### src/swrl_ram.sv
module swrl_ram #(
	parameter int WIDTH = 32,
	parameter int DEPTH = 64
) (
	input  logic                     clk,
	input  logic                     we,
	input  logic [$clog2(DEPTH)-1:0] waddr,
	input  logic [WIDTH-1:0]         wdata,
	input  logic                     re,
	input  logic [$clog2(DEPTH)-1:0] raddr,
	output logic [WIDTH-1:0]         rdata
);

	logic [WIDTH-1:0] mem_q [DEPTH];
	logic [WIDTH-1:0] rdata_q;

	// single write port, registered read port
	always_ff @(posedge clk) begin
		if (we) begin
			mem_q[waddr] <= wdata;
		end
		if (re) begin
			rdata_q <= mem_q[raddr];
		end
	end

	assign rdata = rdata_q;

endmodule

### config.mk
export PLATFORM = sky130hd
export DESIGN_NAME = swrl_ram
export DESIGN_NICKNAME = d
export VERILOG_FILES = /design/src/swrl_ram.sv
export SDC_FILE = /design/constraint.sdc
export NUM_CORES = 2
export LEC_CHECK = 0
export BUFFER_PORTS_ARGS = -buffer_cell sky130_fd_sc_hd__buf_2
export CORE_MARGIN = 2
export CORE_UTILIZATION = 24
export DETAILED_ROUTE_END_ITERATION = 10
export PLACE_DENSITY = 0.45
export SETUP_SLACK_MARGIN = 0.05
export SLEW_MARGIN = 25
export SYNTH_ARGS = -nofsm -noshare
export SYNTH_HDL_FRONTEND = slang
export SYNTH_SLANG_ARGS = --single-unit
### constraint.sdc
create_clock -name clk -period 6.3 [get_ports clk]
set_input_delay 0.63 -clock clk [delete_from_list [all_inputs] [get_ports clk]]
set_output_delay 0.63 -clock clk [all_outputs]
set_load 0.05 [all_outputs]
# Yosys cells after proc, flatten, opt, wreduce, memory -nomap -nowiden
# Memories as Yosys holds them, arrays and structs flattened. A register that Yosys moved wholly into a read port is not among the register bits.
# Index checks and enable logic that the tools add are counted.
word_totals:
  regBits: 0
  ram_bits: 2048
  output_inout_bits: 32
  elab_cells: 3
  mem_count: 1
mem_list:
  columns: ["memory", "depth", "word_bits", "read_ports", "rd_clocked_by_memory_dff", "wr", "line_no", "rtl"]
  rows:
  - ["mem_q", 64, 32, 1, 1, 1, "14", "logic [WIDTH-1:0] mem_q [DEPTH];"]
op_classes:
  muxes: 2
op_table:
  columns: ["operator", "n"]
  rows:
  - ["two-way mux 1 bit", 2]

# Longest topological paths before layout
logic_depth:
  depth_word: 2
  ltp_mapped: 10
  ltp_nobuf: 5

# Least setup slack after synthesis
# No wires, ideal clock.
synth_timing:
  path_kind: "input -> register"
  startpoint: "in waddr[3]"
  endpoint: "mem mem_q[48][0] (enable)"
  setup_ps: 461
  arrival_ps: 3329
  required_ps: 5839
  slack_ps: 2510
  stages: 4
  path_buffers: 1
  cell_sequence: "clkbuf_1 -> nor2b_1 -> nand4b_1 -> nor3_1"
synth_rtl:
  columns: ["item", "line_no", "rtl"]
  rows:
  - ["from (decl)", "7", "input logic [$clog2(DEPTH)-1:0] waddr,"]
  - ["to (decl)", "14", null]
# Straight into the memory's write port.

==> flow_metrics.tcl <==
set metrics [dict create \
    min_delay_path_class "in2reg" \
    synth_top_area_share_pct 79.2 \
    synth-edff-count 2080 \
    ant_nets 0 \
    drc 0 \
    mappedNetlistArea_mm2 0.0788 \
    cts_hold_repair.buffers 0 \
    yosys.cell_types.count 33 \
    drt-vias-per-instance 4.56 \
    cts.repair_timing.setup_buffer_count 0 \
    syn-num-nets 3371 \
    place_congestion 0.732 \
    syn-instance-count 3324 \
    leakage_nw 27.9 \
    insertion_delay_ns 0.87 \
    reg2reg_from "mem_q[7][27]" \
    critical_path_peak_fanout 48 \
    power_density_mw_per_mm2 317 \
    initial_core_util_pct 24.1 \
    number_of_hold_violations_in_the_final_report 0 \
    worst_setup_path_end_kind "register" \
    dp_cells 7719 \
    timing.critical_path.slowest_stage_cell "sky130_fd_sc_hd__o22ai_1" \
    min_delay_worst_endpoint "mem_q[2][8]" \
    drt-initial-drc-count 3890 \
    syn-mean-instance-area_um2 23.7 \
    die_width_um 577 \
    cpLargestDelayFamily "buffers and inverters" \
    drt_pass1_iterations 5 \
    cap_violations 0 \
    cp_cell_sequence "buf_8 -> buf_4 -> buf_4 -> mux4_2 -> mux4_2 -> o22ai_1 -> nor2_1" \
    worst-r2r-cell-count 4 \
    design.core.area_mm2 0.327 \
    postRouteWirelength_um 238000 \
    timing.final.crit_share_pct 53.3 \
    fin_nets 3637 \
    wire_length_of_the_first_global_routing_pass_um 326000 \
    worstPathBufferInverterCount 3 \
    max_freq_mhz 298 \
    cts_root_buf "sky130_fd_sc_hd__clkbuf_16" \
    ir_drop_v 0.000226 \
    clk_pin_slew_worst_paths_ns 0.06 \
    synth-main-ff-cell "sky130_fd_sc_hd__edfxtp_1" \
    setup_tns_final_ns 0 \
    cp-start-kind "input port" \
    tritoncts "built" \
    synthToLayoutAreaGrowth_pct 17.3 \
    slew_viol_final 0 \
    tightestPinTransition_ns 1.01 \
    dieArea_mm2 0.333 \
    worst_ep_arrival_time_ns 3.94 \
    via_count 37014 \
    crit-reg2reg-capture "rdata[27]" \
    cts-resized-gates 0 \
    tritoncts_buffers 215 \
    slew-limit-headroom_pct 32.8 \
    ctsHtreeMaxLevel 4 \
    yosysWarningCount 0 \
    grt_pass1_vias 38145 \
    final_layout_size_suffix_gt1_share_pct 30.1 \
    largest_area_contributor_in_the_synthesized_netlist "sky130_fd_sc_hd__edfxtp_1" \
    io_buffer_count 78 \
    clkSinkCount 2080 \
    final.setup_skew_ns 0.0557 \
    grt_use_total_pct 14.1 \
    post_synthesis_sequential_area_ratio_pct 79.2 \
    worstPathRequired_ns 6.89 \
    setup_viol 0 \
    grt_start_max_net_pins 70 \
    crit_type "in2reg" \
    min_from "wdata[8]" \
    rsz0062_at_grt "false" \
    clock_tree.buffer_depth 3 \
    dpl.hpwl_um 133000 \
    antenna_found_initial 19 \
    synth-async-reset-ratio_pct 0 \
    dieHeight_um 577 \
    finalNonFillerCells 8122 \
    min_period_ns 3.36 \
    critPathMaxStageDelay_ns 0.59 \
    placement_rows 210 \
    grt_remaining_overflow 0 \
    wl_per_cell_um 29.3 \
    run_status "finished clean" \
    io_pins 79 \
    hold_depth 1 \
    worst_setup_path_startpoint "raddr[1]" \
    reg2reg_setup_slack_ns 3.85 \
    synth_top_cells_by_area "sky130_fd_sc_hd__edfxtp_1 79%, sky130_fd_sc_hd__mux4_2 16%, sky130_fd_sc_hd__mux2i_1 1.2%" \
    postSynthRegisterBits 2080 \
]
## synth_stat cells (2+ instances only)
cell                       number
sky130_fd_sc_hd__o22ai_1       84
sky130_fd_sc_hd__buf_6          5
sky130_fd_sc_hd__o32ai_1        4
sky130_fd_sc_hd__and2_1         2
sky130_fd_sc_hd__edfxtp_1    2080
sky130_fd_sc_hd__nor2b_1       15
sky130_fd_sc_hd__a311oi_1       8
sky130_fd_sc_hd__a21oi_1       62
sky130_fd_sc_hd__o221ai_1      27
sky130_fd_sc_hd__nand4_1        2
sky130_fd_sc_hd__or3b_1         2
sky130_fd_sc_hd__nand2b_1       8
sky130_fd_sc_hd__mux4_2       544
sky130_fd_sc_hd__or3b_2         3
sky130_fd_sc_hd__buf_2         57
sky130_fd_sc_hd__buf_4         25
sky130_fd_sc_hd__clkbuf_1      74
sky130_fd_sc_hd__nand3_1        5
sky130_fd_sc_hd__nand3b_1       5
sky130_fd_sc_hd__nor3_1         7
sky130_fd_sc_hd__nand2_1       26
sky130_fd_sc_hd__a41o_1         4
sky130_fd_sc_hd__a22oi_1       12
sky130_fd_sc_hd__and3_1         4
sky130_fd_sc_hd__or3_1          3
sky130_fd_sc_hd__nor2_1       137
sky130_fd_sc_hd__mux2i_1       93
sky130_fd_sc_hd__buf_1         21
## cell usage in the layout, fill, tap and decap left out, types with 24 or more instances in the layout
cell type                   Yosys  final
sky130_fd_sc_hd__buf_4         25    143
sky130_fd_sc_hd__o221ai_1      27     27
sky130_fd_sc_hd__clkbuf_1      74     57
sky130_fd_sc_hd__nor2_1       137     75
sky130_fd_sc_hd__clkbuf_16      0    215
sky130_fd_sc_hd__clkinv_2       0     31
sky130_fd_sc_hd__mux4_2       544    544
sky130_fd_sc_hd__edfxtp_1    2080   2080
sky130_fd_sc_hd__nor2_4         0     62
sky130_fd_sc_hd__o22ai_1       84     82
sky130_fd_sc_hd__mux2i_1       93     93
sky130_fd_sc_hd__buf_2         57     67
sky130_fd_sc_hd__a21oi_1       62     62
sky130_fd_sc_hd__nand2_1       26     24
sky130_fd_sc_hd__clkinv_1       0     52
## logic make-up (layout without fill, tap and decap cells)
family | count (synthesis) | count (layout) | synth area share, %
muxes | 637 | 637 | 16.7
AOI/OAI and AO/OA | 202 | 202 | 1.67
other | 0 | 9 | 0
DFF | 2080 | 2080 | 79.2
buffers and inverters | 182 | 625 | 1.12
and+or+nand+nor | 223 | 223 | 1.26
## sequential cells by signal (all words and copies together) (netlist names)
signal,count
mem_q,2048
rdata,32
## power by group
part | switching, mW | internal [mW] | total [mW]
Sequential | 0.0537 | 15.4 | 15.4
Combinational | 1.00 | 0.513 | 1.52
Clock | 5.43 | 6.94 | 12.4
## worst max path at each step
| stage | end | slack (ns) | cells past startpoint |
|---|---|---|---|
| 3_3_place_gp | rdata[13] | 1.84 | 7 |
| 4_1_cts | rdata[1] | 2.95 | 7 |
| 3_5_place_dp | rdata[1] | 2.01 | 7 |
| 5_1_grt | rdata[1] | 2.87 | 7 |
| 6_report | rdata[1] | 2.94 | 7 |
| 2_1_floorplan | mem_q[48][0] | 2.51 | 4 |
## area by class of cell
cell class                 count  area, um2
fill                       31947     235000
clock inverter               122       1180
clock buffer                 272       5590
antenna                        9       22.5
multi-input combinational   1062      16000
tap                         4346       5440
sequential                  2080      62500
timing repair buffer         231       1800
## metal layers
metal	GRT usage, %	up-vias	part of all wire [%]
li1	-	14863	-
met1	19.5	20845	45
met2	23.5	1029	49
met3	2.05	265	4.8
met4	2.91	12	1.8
met5	0	-	0.032
## per-stage QoR
stage	hold slack, ns	area, um2	worst slack, ns	power [mW]	util, %
6_report	0.295	92500	2.94	29.3	28.3
5_1_grt	0.299	92500	2.87	30.2	28.3
4_1_cts	0.278	92500	2.95	29.6	28.3
3_5_place_dp	0.830	85700	2.01	17.3	26.2
3_3_place_gp	0.827	85600	1.84	17.2	26.2
2_1_floorplan	0.729	78800	2.51	16.5	-
(Power assumes the default switching activity.)
