<file path="config.mk">
export PLATFORM = sky130hd
export DESIGN_NAME = swrl_age_unit
export DESIGN_NICKNAME = d
export VERILOG_FILES = /design/src/swrl_pkg.sv /design/src/swrl_age_unit.sv
export SDC_FILE = /design/constraint.sdc
export NUM_CORES = 1
export LEC_CHECK = 0
export BUFFER_PORTS_ARGS = -buffer_cell sky130_fd_sc_hd__buf_2
export CORE_UTILIZATION = 48
export DETAILED_ROUTE_END_ITERATION = 10
export PLACE_DENSITY = 0.9
export SYNTH_ARGS = -nofsm -noshare
export SYNTH_HDL_FRONTEND = slang
export SYNTH_SLANG_ARGS = --single-unit
</file>
<file path="constraint.sdc">
create_clock -name vclk -period 3
set_input_delay 0.15 -clock vclk [all_inputs]
set_output_delay 0.15 -clock vclk [all_outputs]
set_load 0.03 [all_outputs]
</file>
<file path="src/swrl_pkg.sv">
package swrl_pkg;

	// field widths fixed by the interface
	localparam int CMD_W   = 2;
	localparam int IDX_W   = 4;
	localparam int TIME_W  = 32;
	localparam int LIMIT_W = 16;

	// default sizing
	localparam int NUM_LIMITERS_DEF = 16;
	localparam int RING_DEPTH_DEF   = 64;

	// command codes
	typedef enum logic [CMD_W-1:0] {
		CMD_CHECK  = 2'd0,
		CMD_RESET  = 2'd1,
		CMD_CREATE = 2'd2,
		CMD_NOP    = 2'd3
	} swrl_cmd_t;

	// sequencer states
	typedef enum logic [2:0] {
		ST_IDLE,
		ST_LOOKUP,
		ST_DECODE,
		ST_POP_RD,
		ST_POP_CMP,
		ST_ADMIT,
		ST_WB,
		ST_DONE
	} swrl_state_t;

endpackage

</file>
<file path="src/swrl_age_unit.sv">
module swrl_age_unit import swrl_pkg::*; (
	input  logic [TIME_W-1:0] now,
	input  logic [TIME_W-1:0] stamp,
	input  logic [TIME_W-1:0] window,
	output logic              expired
);

	logic [TIME_W-1:0] age;

	// modular age of a logged word, expired once strictly past the window
	always_comb begin
		age     = now - stamp;
		expired = age > window;
	end

endmodule

</file>
Yosys cells after proc, flatten, opt, wreduce, memory -nomap -nowiden
Cells that the tools add are included.

storage, ports and cells
  register bits = 0
  input bits = 96
  output and inout bits = 1
  logic and storage cells = 2

cells by class
  magnitude comparators = 1
  $add $sub $neg = 1

operators with widths
  kind                            count
  32-bit greater-than comparator  1
  32-bit subtractor               1

Depth between registers and ports, before layout
Gate-level depths: netlist of the first run.

  depth after elaboration = 2
  depth in mapped cells = 18
  gate-level depth less buffers = 18

Worst setup path after synthesis of the first run
No wires, ideal clock.

  kind = input-to-output
  start point = input stamp[8]
  end point = output expired
  path slack = -361 ps
  data arrival time = 3211 ps
  data required time = 2850 ps
  buffers on the path = 1
  stages on the path = 15
  path through = inv_1 > ha_1 > buf_6 > a21o_1 > a21o_1 > a21o_1 > and3_4 > nor3b_4 > a21boi_0 > xor2_1 > ha_1 > nand4_1 > nor4_1 > o21ai_0 > a32oi_1

on the way
  cells in the longest elaborated chain, start to end = 2

RTL lines
  what                            RTL line             text
  from (decl)                     swrl_age_unit.sv:3   input logic [TIME_W-1:0] stamp,
  32-bit subtractor               swrl_age_unit.sv:12  age = now - stamp;
  32-bit greater-than comparator  swrl_age_unit.sv:13  expired = age > window;
  to (decl)                       swrl_age_unit.sv:5   output logic expired

Every way passes these cells.

Worst setup path in the final report of the first run
Ends and elaborated chain as after synthesis.

==> impl_metrics.env, run 1 <==
export IMPL_die_y_um=76.7
export IMPL_crit_start="stamp[8]"
export IMPL_syn_to_final_growth_pct=53.1
export IMPL_io_buffers=97
export IMPL_crit_cells=19
export IMPL_drive_above_1_share_pct=41.5
export IMPL_cp_cell_sequence="buf_2, inv_2, ha_1, a21o_1, a21o_1, a21o_1, and3_4, nor3b_4, buf_6, buf_4, o21bai_2, xnor2_1, ha_1, nand4_1, buf_4, o21ai_0, a21oi_1, a32oi_2, buf_6"
export IMPL_ios=97
export IMPL_yosysUniqueCellTypes=52
export IMPL_period_share_pct=122
export IMPL_maxCapViolCount=0
export IMPL_hold_viol_final=0
export IMPL_track_usage_pct=33.0
export IMPL_p_total_uw=1050
export IMPL_final_nets=728
export IMPL_clkbuf_count=0
export IMPL_timing_fmax_mhz=273
export IMPL_dr_pass1_iters=5
export IMPL_critPathRequiredTime_ns=2.85
export IMPL_critPathArrivalTime_ns=3.52
export IMPL_n_antenna_cell=0
export IMPL_vias=3935
export IMPL_cpPeakStageDelay_ns=0.34
export IMPL_cp_max_fo=5
export IMPL_critPathCaptureType="output port"
export IMPL_routed_via_density=6.19
export IMPL_max_slew_margin_pct=70.0
export IMPL_num_rows=26
export IMPL_setup_ws_ns=-0.670
export IMPL_grt_max_degree=9
export IMPL_start_util_pct=51.1
export IMPL_grt_pass1_wl_um=16100
export IMPL_seq_area_um2=0
export IMPL_report_final_slew_viol_count=0
export IMPL_peakVddDrop_v=0.000126
export IMPL_yosys_warnings=0
export IMPL_synthCells=388
export IMPL_path_delay_family="compound AO/OA/AOI/OAI gates"
export IMPL_holdCritPathClass="input port to output port"
export IMPL_yosysSeqAreaShare_pct=0
export IMPL_critPathSlowestCell="ha_1"
export IMPL_wl_per_cell_um=17.7
export IMPL_first_iter_violations=366
export IMPL_fillers=312
export IMPL_crit_buf_inv=6
export IMPL_worst_pin_slew_ns=0.445
export IMPL_dp_hpwl_um=7710
export IMPL_setup_viol=1
export IMPL_synth_net_count=548
export IMPL_violations="negative setup slack"
export IMPL_hold_ws_ns=0.972
export IMPL_place_congestion=0.932
export IMPL_powerDensity_mw_per_mm2=256
export IMPL_die_area_mm2=0.00588
export IMPL_antenna_found_initial=0
export IMPL_status="finished with violations"
export IMPL_syn_cell_area_mm2=0.00268
export IMPL_postRouteAntennaNets=0
export IMPL_totalWireLength_um=11300
export IMPL_fp_dieW_um=76.7
export IMPL_p_leak_uw=0.00234
export IMPL_critical_path_class="input port to output port"
export IMPL_crit_top_cell="a21o_1"
export IMPL_avgSynthCellArea_um2=6.90
export IMPL_core_area_mm2=0.00524
export IMPL_overflow=0
export IMPL_drc=0
export IMPL_critPathCapture="expired"
export IMPL_critPathLaunchType="input port"
export IMPL_design_seq_count=0
export IMPL_rsz0062_at_grt="yes"
export IMPL_grt_pass1_vias=3821
export IMPL_multi_input_area_mm2=0.00259
export IMPL_period_needed_ns=3.67
worst min-delay path by stage:
stage	from	end	slack [ns]	cells after the start
floorplan	window[0]	expired	0.79	4
global placement	window[0]	expired	0.98	6
detailed placement	window[0]	expired	1.0	6
CTS	window[0]	expired	0.97	6
global route	window[0]	expired	1.01	6
finish	window[0]	expired	0.97	6
layer usage:
metal	GRT usage, %	wire, µm
met1	33.3	4090
met4	25.6	818
met2	59.0	5330
met3	6.79	1040
met5	0	0
repair_timing:
action | 4_1_cts | 5_1_grt
pin swaps | 12 | 21
endpoints found under the hold margin | 0 | 0
hold buffers | 0 | 0
setup endpoints to repair | 1 | 1
resized for setup | 24 | 21
setup buffers | 5 | 6
worst min-delay path: stages:
cell and delay [ns]:
buf_2 0.08, ha_1 0.11, nand4_1 0.07, nor2_1 0.13, a32oi_2 0.13, buf_6 0.14
cell usage after synthesis (all sizes together), types with 4 or more instances:
library cell   n  area [µm²]
xor2          11        96.3
clkbuf         4        15.0
inv           69         259
o21ai         27         135
a21oi         41         205
nor2b          6        37.5
nand2b         5        31.3
nand4         15        93.8
nor2          21        78.8
o21a           9        67.6
o21bai         4        30.0
nand2         16        60.1
nand3          7        35.0
xnor2         16         140
a21o          26         195
ha            63         788
layout by cell type, fill, tap and decap left out, drive strengths merged, types with 2 or more instances in the layout:
cell type  synthesis  routed
and2               2       2
o21bai             4       4
nand4             15      15
a21oi             41      41
nor3b              3       3
o31a               3       3
or2                2       2
nor2b              6       6
a21o              26      26
or3                2       2
xor2              11      11
o21ai             27      27
nor3               2       2
o211ai             3       3
buf                3     185
a211oi             3       3
ha                63      63
o21a               9       9
a21boi             3       3
and3               3       3
o31ai              2       2
nand2             16      16
xnor2             16      16
o2111ai            2       2
inv               69      69
nand2b             5       5
nor2              21      21
nand3              7       7
cell families (layout without fill, tap and decap cells):
group | Yosys count | after routing | synth area share [%]
adders and majority gates | 64 | 64 | 30.2
muxes | 1 | 1 | 0.374
xor gates and xnor gates | 27 | 27 | 8.83
AOI/OAI and AO/OA | 134 | 134 | 32.3
and+or+nand+nor | 86 | 86 | 17.3
buffers and inverters | 76 | 254 | 11.0
power breakdown:
group          internal [µW]  switching (µW)
combinational            503             545
clock                      0               0
sequential                 0               0
total                    503             545
metrics by stage:
stage | std cells | worst slack (ns) | cell area (µm²) | util (%) | setup TNS [ns]
after floorplan | 388 | -0.141 | 2730 | - | -0.141
after global placement | 626 | -0.348 | 3850 | 73.6 | -0.348
after detailed placement | 626 | -0.596 | 3850 | 73.6 | -0.596
after CTS | 631 | -0.377 | 3970 | 75.8 | -0.377
after global routing | 636 | -0.716 | 4100 | 78.3 | -0.716
final | 636 | -0.670 | 4100 | 78.3 | -0.670
cell type report:
cell class,count,area share (%)
inverter,69,6.38
multi-input combinational,312,63.2
tap,70,2.14
timing repair buffer,185,28.3
Note: power is estimated with default switching activity, not from simulation.
==> run 2: changes to the inputs <==
CORE_ASPECT_RATIO = 2   (was default)
SKIP_LAST_GASP = 1   (was default)
==> impl_metrics.env, run 2 (synthesis results as in run 1) <==
export IMPL_status="finished with violations"
export IMPL_violations="negative setup slack"
export IMPL_peakVddDrop_v=0.000222
export IMPL_final_nets=741
export IMPL_grt_pass1_vias=4046
export IMPL_grt_pass1_wl_um=17900
export IMPL_seq_area_um2=0
export IMPL_crit_start="stamp[16]"
export IMPL_syn_to_final_growth_pct=62.6
export IMPL_antenna_found_initial=0
export IMPL_n_antenna_cell=0
export IMPL_p_total_uw=1170
export IMPL_tns_ns=-0.744
export IMPL_critPathArrivalTime_ns=3.59
export IMPL_fp_dieW_um=54.8
export IMPL_cts_hold_buffers=0
export IMPL_setup_viol=1
export IMPL_first_iter_violations=213
export IMPL_dr_pass1_iters=7
export IMPL_fin_cells=639
export IMPL_drc=0
export IMPL_timing_fmax_mhz=267
export IMPL_maxCapViolCount=0
export IMPL_fillers=330
export IMPL_period_share_pct=125
export IMPL_track_usage_pct=41.3
export IMPL_wl_per_cell_um=20.4
export IMPL_dpl_worst_slack_ns=-0.640
export IMPL_crit_top_cell="a21oi_2"
export IMPL_vias=4139
export IMPL_critPathRequiredTime_ns=2.85
export IMPL_routed_via_density=6.48
export IMPL_cpPeakStageDelay_ns=0.33
export IMPL_dp_cells=622
export IMPL_place_congestion=0.975
export IMPL_die_y_um=108
export IMPL_critPathSlowestCell="ha_1"
export IMPL_worst_pin_slew_ns=0.518
export IMPL_hold_viol_final=0
export IMPL_path_delay_family="compound AO/OA/AOI/OAI gates"
export IMPL_crit_buf_inv=5
export IMPL_io_buffers=97
export IMPL_postRouteAntennaNets=0
export IMPL_critPathCaptureType="output port"
export IMPL_design_seq_count=0
export IMPL_overflow=0
export IMPL_critical_path_class="input port to output port"
export IMPL_ios=97
export IMPL_drive_above_1_share_pct=45.1
export IMPL_grt_max_degree=9
export IMPL_multi_input_area_mm2=0.00274
export IMPL_max_slew_margin_pct=65.1
export IMPL_period_needed_ns=3.74
export IMPL_rsz0062_at_grt="yes"
export IMPL_num_rows=38
export IMPL_p_leak_uw=0.00245
export IMPL_powerDensity_mw_per_mm2=269
export IMPL_cp_cell_sequence="buf_2, inv_1, ha_4, a21oi_1, o21a_1, a21oi_2, a211oi_2, buf_4, nor3b_4, buf_4, nand4b_1, nor3b_4, ha_1, a21o_1, a21o_1, a21oi_2, o21ai_2, a21oi_2, a32oi_2, buf_6"
export IMPL_clkbuf_count=0
export IMPL_final_core_util_pct=80.4
export IMPL_core_area_mm2=0.00542
export IMPL_die_area_mm2=0.00590
export IMPL_setup_ws_ns=-0.744
export IMPL_start_util_pct=49.4
export IMPL_holdCritPathClass="input port to output port"
export IMPL_min_from="window[0]"
export IMPL_totalWireLength_um=13100
export IMPL_cp_max_fo=4
export IMPL_report_final_slew_viol_count=0
export IMPL_dp_hpwl_um=8200
export IMPL_layout_common_cells="buf_4, buf_2, inv_1"
export IMPL_critPathLaunchType="input port"
export IMPL_final_common_cell="buf_4"
==> run 2: cell types whose count changed in the layout (fill, tap and decap cells not counted), sizes merged <==
| cell | change |
|---|---|
| buf | +13 |
==> run 2: report_power, final <==
part / switching (µW) / internal (µW) / total, µW
Clock: 0 / 0 / 0
Combinational: 611 / 561 / 1170
Sequential: 0 / 0 / 0
Total: 611 / 561 / 1170
==> run 2: worst min-delay path, cell delays in order <==
cell,delay (ns)
buf_2,0.08
ha_1,0.12
nand4_1,0.08
nor2_1,0.13
a32oi_2,0.13
buf_6,0.14
==> run 2: cell type report <==
| cell class | instances | area share, % |
|---|---|---|
| timing repair buffer | 198 | 29.3 |
| tap | 60 | 1.72 |
| multi-input combinational | 312 | 62.9 |
| inverter | 69 | 6.06 |
==> run 2: repair_timing <==
action	4_1_cts	5_1_grt
gates resized for setup	28	43
buffers inserted	14	3
setup endpoints to repair	1	1
pin swaps	28	35
==> run 2: final timing paths <==
check / to / slack (ns) / cells after the start
setup / recovery: expired / -0.74 / 20
hold / removal: expired / 0.99 / 6
==> run 2: through the flow <==
step	hold slack [ns]	area (µm²)
3_5_place_dp	1.01	3890
2_1_floorplan	0.791	2730
3_3_place_gp	0.956	3890
6_report	0.992	4360
5_1_grt	1.00	4360
4_1_cts	0.984	4130
==> run 2: metal layers <==
layer  GRT usage, %  up-vias  share of wire [%]
met3           17.4      157                9.6
met5              0        -                  0
met2           69.6      355                 50
li1               -     1767                  -
met1           33.8     1860                 28
met4           35.2        0                 13
